===== src/sv/karx_pkg.sv =====
`timescale 1ns / 1ps
// ----------------------------------------------------------------------------
// karx_pkg
// Types, constants and helpers shared by the keyed ARX hash unit.
// ----------------------------------------------------------------------------
package karx_pkg;

    localparam int WORD_W = 64;

    typedef logic [WORD_W-1:0] word_t;

    localparam word_t INIT_V0 = 64'h736f6d6570736575;
    localparam word_t INIT_V1 = 64'h646f72616e646f6d;
    localparam word_t INIT_V2 = 64'h6c7967656e657261;
    localparam word_t INIT_V3 = 64'h7465646279746573;
    localparam word_t FINAL_MARK = 64'h00000000000000ff;

    localparam int ROT_A_FIRST  = 13;
    localparam int ROT_C_FIRST  = 16;
    localparam int ROT_A_SECOND = 17;
    localparam int ROT_C_SECOND = 21;
    localparam int ROT_HALF     = 32;

    typedef enum logic
    {
        KEY_LOW_IDX  = 1'b0,
        KEY_HIGH_IDX = 1'b1
    } cfg_index_t;

    typedef struct packed
    {
        logic  valid;
        word_t msg;
        word_t v0;
        word_t v1;
        word_t v2;
        word_t v3;
    } stage_t;

    function automatic word_t rotl(input word_t x, input int n);
        word_t r;
        r = (x << n) | (x >> (WORD_W - n));
        return r;
    endfunction

endpackage


===== src/sv/karx_if.sv =====
`timescale 1ns / 1ps
// ----------------------------------------------------------------------------
// karx_msg_if / karx_tag_if
// Valid/ready channels for message words in and hash tags out.
// ----------------------------------------------------------------------------
interface karx_msg_if;
    logic        valid;
    logic        ready;
    logic [63:0] message;

    modport source (output valid, output message, input ready);
    modport sink   (input valid, input message, output ready);
endinterface

interface karx_tag_if;
    logic        valid;
    logic        ready;
    logic [63:0] tag;

    modport source (output valid, output tag, input ready);
    modport sink   (input valid, input tag, output ready);
endinterface


===== src/sv/karx_cell.sv =====
`timescale 1ns / 1ps
// ----------------------------------------------------------------------------
// karx_cell
// One half of a SipRound: two adds, two rotate-XORs and a half-word swap,
// registered. Even cells take the first half, odd cells the second.
// ----------------------------------------------------------------------------
module karx_cell
    import karx_pkg::*;
#(
    parameter bit SECOND_HALF = 1'b0
)
(
    input  logic   clk,
    input  logic   rst_n,
    input  logic   advance,
    input  stage_t stage_in,
    output stage_t stage_out
);

    localparam int ROT_B = SECOND_HALF ? ROT_A_SECOND : ROT_A_FIRST;
    localparam int ROT_D = SECOND_HALF ? ROT_C_SECOND : ROT_C_FIRST;

    word_t a;
    word_t b;
    word_t c;
    word_t d;
    word_t a_sum;
    word_t c_sum;
    word_t a_next;
    word_t b_next;
    word_t c_next;
    word_t d_next;

    logic  valid_reg;
    word_t msg_reg;
    word_t v0_reg;
    word_t v1_reg;
    word_t v2_reg;
    word_t v3_reg;

    always_comb
    begin
        if (SECOND_HALF)
        begin
            a = stage_in.v2;
            c = stage_in.v0;
        end
        else
        begin
            a = stage_in.v0;
            c = stage_in.v2;
        end
        b = stage_in.v1;
        d = stage_in.v3;

        a_sum  = a + b;
        c_sum  = c + d;
        b_next = rotl(b, ROT_B) ^ a_sum;
        d_next = rotl(d, ROT_D) ^ c_sum;
        a_next = rotl(a_sum, ROT_HALF);
        c_next = c_sum;
    end

    always_ff @(posedge clk or negedge rst_n)
    begin
        if (!rst_n)
        begin
            valid_reg <= 1'b0;
        end
        else if (advance)
        begin
            valid_reg <= stage_in.valid;
        end
    end

    always_ff @(posedge clk)
    begin
        if (advance)
        begin
            msg_reg <= stage_in.msg;
            v1_reg  <= b_next;
            v3_reg  <= d_next;
            if (SECOND_HALF)
            begin
                v0_reg <= c_next;
                v2_reg <= a_next;
            end
            else
            begin
                v0_reg <= a_next;
                v2_reg <= c_next;
            end
        end
    end

    assign stage_out = '{valid: valid_reg, msg: msg_reg,
                         v0: v0_reg, v1: v1_reg, v2: v2_reg, v3: v3_reg};

endmodule


===== src/sv/keyed_arx_hash_single_block_unit.sv =====
`timescale 1ns / 1ps
// ----------------------------------------------------------------------------
// keyed_arx_hash_single_block_unit
// Keyed SipHash-style hash of one 64-bit word, built as a chain of half-round
// cells with the message and finalisation mixes between them.
//
//   Channel  Dir  Payload          Transaction when
//   msg      in   message[63:0]    msg.valid & msg.ready
//   hash     out  tag[63:0]        hash.valid & hash.ready
//   cfg      in   cfg_wr_data      cfg_wr_en (index 0 key_low, 1 key_high)
//
// One message per cycle sustained while hash.ready keeps up; each message passes
// through 2*(COMPRESS_ROUNDS+FINAL_ROUNDS) half-round cells, then the tag register.
// The whole chain moves as one: a stalled tag holds every cell and msg.ready.
// Reset clears the key registers and all valid flags.
// ----------------------------------------------------------------------------
module keyed_arx_hash_single_block_unit
    import karx_pkg::*;
#(
    parameter int COMPRESS_ROUNDS = 2,
    parameter int FINAL_ROUNDS    = 1
)
(
    input  logic                 clk,
    input  logic                 rst_n,
    input  logic                 cfg_wr_en,
    input  cfg_index_t           cfg_index,
    input  logic [WORD_W-1:0]    cfg_wr_data,
    karx_msg_if.sink             msg,
    karx_tag_if.source           hash
);

    localparam int NUM_CELLS  = 2 * (COMPRESS_ROUNDS + FINAL_ROUNDS);
    localparam int FINAL_CELL = 2 * COMPRESS_ROUNDS;

    word_t  key_low_reg;
    word_t  key_high_reg;
    word_t  tag_reg;
    logic   tag_valid_reg;
    logic   advance;
    stage_t stage [0:NUM_CELLS];
    stage_t cell_in [0:NUM_CELLS-1];

    always_ff @(posedge clk or negedge rst_n)
    begin
        if (!rst_n)
        begin
            key_low_reg  <= '0;
            key_high_reg <= '0;
        end
        else if (cfg_wr_en)
        begin
            unique case (cfg_index)
                KEY_LOW_IDX:  key_low_reg  <= cfg_wr_data;
                KEY_HIGH_IDX: key_high_reg <= cfg_wr_data;
                default:      key_low_reg  <= key_low_reg;
            endcase
        end
    end

    assign advance   = !tag_valid_reg || hash.ready;
    assign msg.ready = advance;

    assign stage[0] = '{valid: msg.valid, msg: msg.message,
                        v0: INIT_V0 ^ key_low_reg,
                        v1: INIT_V1 ^ key_high_reg,
                        v2: INIT_V2 ^ key_low_reg,
                        v3: INIT_V3 ^ key_high_reg ^ msg.message};

    for (genvar k = 0; k < NUM_CELLS; k++)
    begin : g_cell
        if (k == FINAL_CELL)
        begin : g_mix
            assign cell_in[k] = '{valid: stage[k].valid, msg: stage[k].msg,
                                  v0: stage[k].v0 ^ stage[k].msg,
                                  v1: stage[k].v1,
                                  v2: stage[k].v2 ^ FINAL_MARK,
                                  v3: stage[k].v3};
        end
        else
        begin : g_pass
            assign cell_in[k] = stage[k];
        end

        karx_cell #(
            .SECOND_HALF ((k % 2) == 1)
        ) u_cell (
            .clk       (clk),
            .rst_n     (rst_n),
            .advance   (advance),
            .stage_in  (cell_in[k]),
            .stage_out (stage[k+1])
        );
    end

    always_ff @(posedge clk or negedge rst_n)
    begin
        if (!rst_n)
        begin
            tag_valid_reg <= 1'b0;
        end
        else if (advance)
        begin
            tag_valid_reg <= stage[NUM_CELLS].valid;
        end
    end

    always_ff @(posedge clk)
    begin
        if (advance)
        begin
            tag_reg <= stage[NUM_CELLS].v0 ^ stage[NUM_CELLS].v1
                     ^ stage[NUM_CELLS].v2 ^ stage[NUM_CELLS].v3;
        end
    end

    assign hash.valid = tag_valid_reg;
    assign hash.tag   = tag_reg;

endmodule

===== src/flat_wrapper.sv =====
// flat-port wrapper written by rule: the top's interface ports become plain ports
module keyed_arx_hash_single_block_unit_flat import karx_pkg::*;
#(
    parameter int COMPRESS_ROUNDS = 2,
    parameter int FINAL_ROUNDS    = 1
)
  (clk, rst_n, cfg_wr_en, cfg_index, cfg_wr_data, msg_valid, msg_message, msg_ready, hash_valid, hash_tag, hash_ready);
  karx_msg_if msg_i ();
  karx_tag_if hash_i ();
  input  logic clk;
  input  logic rst_n;
  input  logic cfg_wr_en;
  input  cfg_index_t cfg_index;
  input  logic [WORD_W-1:0] cfg_wr_data;
  input wire logic [$bits(msg_i.valid)-1:0] msg_valid;
  input wire logic [$bits(msg_i.message)-1:0] msg_message;
  output wire logic [$bits(msg_i.ready)-1:0] msg_ready;
  output wire logic [$bits(hash_i.valid)-1:0] hash_valid;
  output wire logic [$bits(hash_i.tag)-1:0] hash_tag;
  input wire logic [$bits(hash_i.ready)-1:0] hash_ready;
  assign msg_i.valid = msg_valid;
  assign msg_i.message = msg_message;
  assign msg_ready = msg_i.ready;
  assign hash_valid = hash_i.valid;
  assign hash_tag = hash_i.tag;
  assign hash_i.ready = hash_ready;
  keyed_arx_hash_single_block_unit #(.COMPRESS_ROUNDS(COMPRESS_ROUNDS), .FINAL_ROUNDS(FINAL_ROUNDS)) u_core (.clk(clk), .rst_n(rst_n), .cfg_wr_en(cfg_wr_en), .cfg_index(cfg_index), .cfg_wr_data(cfg_wr_data), .msg(msg_i), .hash(hash_i));
endmodule

===== config.mk =====
export PLATFORM = sky130hd
export DESIGN_NAME = keyed_arx_hash_single_block_unit_flat
export DESIGN_NICKNAME = d
export VERILOG_FILES = /design/src/sv/karx_pkg.sv /design/src/sv/karx_if.sv /design/src/sv/karx_cell.sv /design/src/sv/keyed_arx_hash_single_block_unit.sv /design/src/flat_wrapper.sv
export SDC_FILE = /design/constraint.sdc
export NUM_CORES = 2
export LEC_CHECK = 0
export BUFFER_PORTS_ARGS = -buffer_cell sky130_fd_sc_hd__buf_2
export CORE_MARGIN = 2
export CORE_UTILIZATION = 60
export CTS_BUF_LIST = sky130_fd_sc_hd__clkbuf_8
export CTS_CLUSTER_SIZE = 10
export DETAILED_ROUTE_END_ITERATION = 6
export PLACE_DENSITY = 0.79
export SETUP_SLACK_MARGIN = 0.1
export SLEW_MARGIN = 10
export SYNTH_ARGS = -nofsm -noshare
export SYNTH_HDL_FRONTEND = slang
export SYNTH_SLANG_ARGS = --single-unit

===== constraint.sdc =====
create_clock -name clk -period 68 [get_ports clk]
set_input_delay 6.8 -clock clk [delete_from_list [all_inputs] [get_ports clk]]
set_output_delay 6.8 -clock clk [all_outputs]
set_load 0.005 [all_outputs]

==> metrics list <==
- Post-placement cell count: 12,200
* Number of H-tree branching levels: 5
- Nets in the synthesized netlist: approximately 11,000
* Ordered cell list for the critical path: buf_2 -> nand2b_4 -> buf_2
- Synth async-reset ratio: 0.0678
* Initial Util: 0.602
* Sum of net half-perimeters after detailed placement: 383,000 um
- Number of vias per cell after detailed routing: approximately 6.7
- The number of antenna violations at the first check in global routing was 22.
- Overall Global Routing Usage: 0.474
- Hold Violations, Final: 0
* Startpoint of the most critical hold path: u_core.g_cell[0].u_cell.msg_reg[40]
- Flop and latch count out of synthesis: 1,991
- The checks that failed: design-rule violations, max-capacitance violations, max-slew violations.
- Combined buffer and inverter count along the critical path: 2
- Top Ports: 200
- Max-cap check violation count: 1
- Yosys cell types: 104
- Worst hold slack: about 0.4 ns
* Most common library cell in the layout ignoring fill and taps: sky130_fd_sc_hd__edfxtp_1
- For the worst setup path, the data required time is 61.20 ns.
- Unrepaired setup endpoints after global routing: no
- Post-CTS Hold Fix Bufs: 0
- Max-slew violation total from the final report: 3
- Number of buffers created by CTS: 331
* Clock transition at the registers of the reported paths: 0.06 ns
* CTS tree: yes
- After the first detailed-routing iteration, the DRC count stood at 10,800.
* Run status: finished, violations left
- Tmin final: 14.50 ns
- Worst path max stage delay: 0.56 ns
- Endpoint class of the critical path: output port
- Pre-antenna DRT Iters: 7
- Of the post-synthesis cell area, the dominant cell type holds 0.489.
* Setup Skew: 0.0817 ns
* Reg-to-reg startpoint: u_core.hash.valid
* Routed wirelength normalized by instance count: 36.1 um
- Number of port buffers: about 200
* DR DRC count: 7
* Clock net sink count: 1,991
- Total setup violations reported at the end of the flow: 0
* Most Frequent Cell on Critical Path: sky130_fd_sc_hd__buf_2
- At the worst endpoint, the arrival time is 7.70 ns.
- Summed over all layers, the global routing overflow is 0.
- Top cell type by total area after synthesis: sky130_fd_sc_hd__edfxtp_1
- The worst setup path is launched from an input port.
* Wire length of the first global-routing pass: 628,000 um
- On the critical path the largest part of the delay comes from simple AND/OR/NAND/NOR gates.
* Floorplan Core Area: 0.190 mm2
- Relative slew margins: -0.0117
* Finished Layout Cells: 12,800
- Class of the tightest hold or removal check: reg -> reg
* CP max stage cell: sky130_fd_sc_hd__nand2b_4
- Highest-count cells in the layout ignoring fill and taps: 1,856 x sky130_fd_sc_hd__edfxtp_1, 1,163 x sky130_fd_sc_hd__xor2_1, 880 x sky130_fd_sc_hd__a21oi_1, 765 x sky130_fd_sc_hd__ha_1, 667 x sky130_fd_sc_hd__xnor2_1
- Max clock buf depth: 4
- Cts repair resizes: 0
- In this run the horizontal extent of the chip is 440 um.
- Die H: 440 um
- Clock tree synthesis selected as its root buffer the cell sky130_fd_sc_hd__clkbuf_8.
- Relative to the synthesized area, the layout overhead comes to 8.41%.
- Of the synthesized area, sequential elements account for 0.518.
* Post-route fraction of the period consumed by the critical path: 0.213
- Number of standard-cell rows in the floorplan: 160
- Number of instances in the synthesized netlist: slightly below 10,000
* Layout cells sized above 1: 0.0811
- Wires add up to 463,000 um.
- A synthesized cell averages 11.7 um2.
- For the pin with the worst max-slew slack, the measured transition is about 1.5 ns.
* Aggregate negative setup slack: 0 ns
- Storage element area: 0.0591 mm2
- Summing all multi-input logic gate instances after layout gives 0.0529 mm2.
* Main flop type after synthesis: sky130_fd_sc_hd__edfxtp_1
- Post-CTS Setup Inserts: 0
- Entering global routing, the biggest net connects roughly 190 pins.
- EDFF count, synth: 1,856
- Worst Path Class, Setup: in -> out
* Filler cells: 14,200
- Worst Path Max Fanout: 50
- Tracing the worst setup path back leads to its startpoint at hash_ready.
- Maximum achievable frequency: slightly below 0.07 GHz
- The number of global-route vias before repair is 82,600.
- Antenna viol nets, final: 0
- Synth area leaders: sky130_fd_sc_hd__edfxtp_1 49%, sky130_fd_sc_hd__xor2_1 8.9%, sky130_fd_sc_hd__ha_1 8.4%
- Via total after detailed routing: 86,000
- Placer congestion estimate: 1.16
* Count of synthesis-stage warnings from yosys: 0
- Worst skew pair latency: around 1.1 ns
* Floorplan die area: 0.194 mm2
- For this run, the post-layout net count is 11,000.
* Synthesized area: 0.114 mm2
[routing by layer]
layer	GRT usage	vias to the layer above	part of all wire
li1	-	37000	-
met3	0.0895	2042	0.081
met5	0	-	0.000076
met2	0.744	5977	0.45
met1	0.501	41000	0.32
met4	0.559	6	0.15
[worst paths after layout]
check | end | slack, ns | cells after the start
max | msg_ready | 53.50 | 3
min | u_core.g_cell[1].u_cell.msg_reg[40] | 0.41 | 0
max reg2reg | u_core.g_cell[4].u_cell.v0_reg[52] | 61.20 | 7
min reg2reg | u_core.g_cell[1].u_cell.msg_reg[40] | 0.41 | 0
max in group asynchronous | u_core.key_high_reg[4] | 60.94 | 2
min in group asynchronous | u_core.key_high_reg[45] | 5.72 | 1
[Yosys cell counts (all sizes together), types with 38 or more instances]
| master | number |
|---|---|
| a31oi | 113 |
| o21bai | 153 |
| a21oi | 883 |
| inv | 265 |
| nand2b | 49 |
| a221oi | 44 |
| a21boi | 38 |
| mux2 | 87 |
| nand2 | 624 |
| nor2b | 74 |
| o211ai | 41 |
| nor3 | 92 |
| xor2 | 1165 |
| nand4 | 200 |
| a211oi | 73 |
| dfrtp | 135 |
| clkbuf | 293 |
| and2 | 54 |
| nand3 | 118 |
| a21o | 485 |
| o21ai | 513 |
| edfxtp | 1856 |
| nor2 | 411 |
| and3 | 54 |
| ha | 765 |
| o21a | 84 |
| o31ai | 50 |
| xnor2 | 671 |
[cell type report]
type / count / area share
repair buffers: 243 / 0.0113
flip-flops and latches: 1991 / 0.478
clock inverters: 226 / 0.0116
clock buffers: 340 / 0.0378
diodes: 20 / 0.000405
inverters: 265 / 0.00804
well taps: 2511 / 0.0254
multi-input cells: 7216 / 0.427
[cells by family after synthesis]
kind of cell | Yosys count | share of synthesized area
AOI/OAI and AO/OA | 2700 | 0.150
DFF | 1991 | 0.518
xor gates and xnor gates | 1842 | 0.142
adders and majority gates | 777 | 0.0860
and+or+nand+nor | 1808 | 0.0753
muxes | 89 | 0.00876
buffers and inverters | 570 | 0.0192
[stage by stage]
stage	setup slack, ns	utilization	instance area, um2
2_1_floorplan	4.01	-	114000
3_3_place_gp	53.51	0.620	117000
6_report	53.50	0.652	124000
5_1_grt	53.44	0.652	124000
4_1_cts	53.49	0.652	124000
3_5_place_dp	53.49	0.620	117000
Power is not shown: default switching activity piles up to over one toggle a cycle in this logic, so the estimate is an artifact.
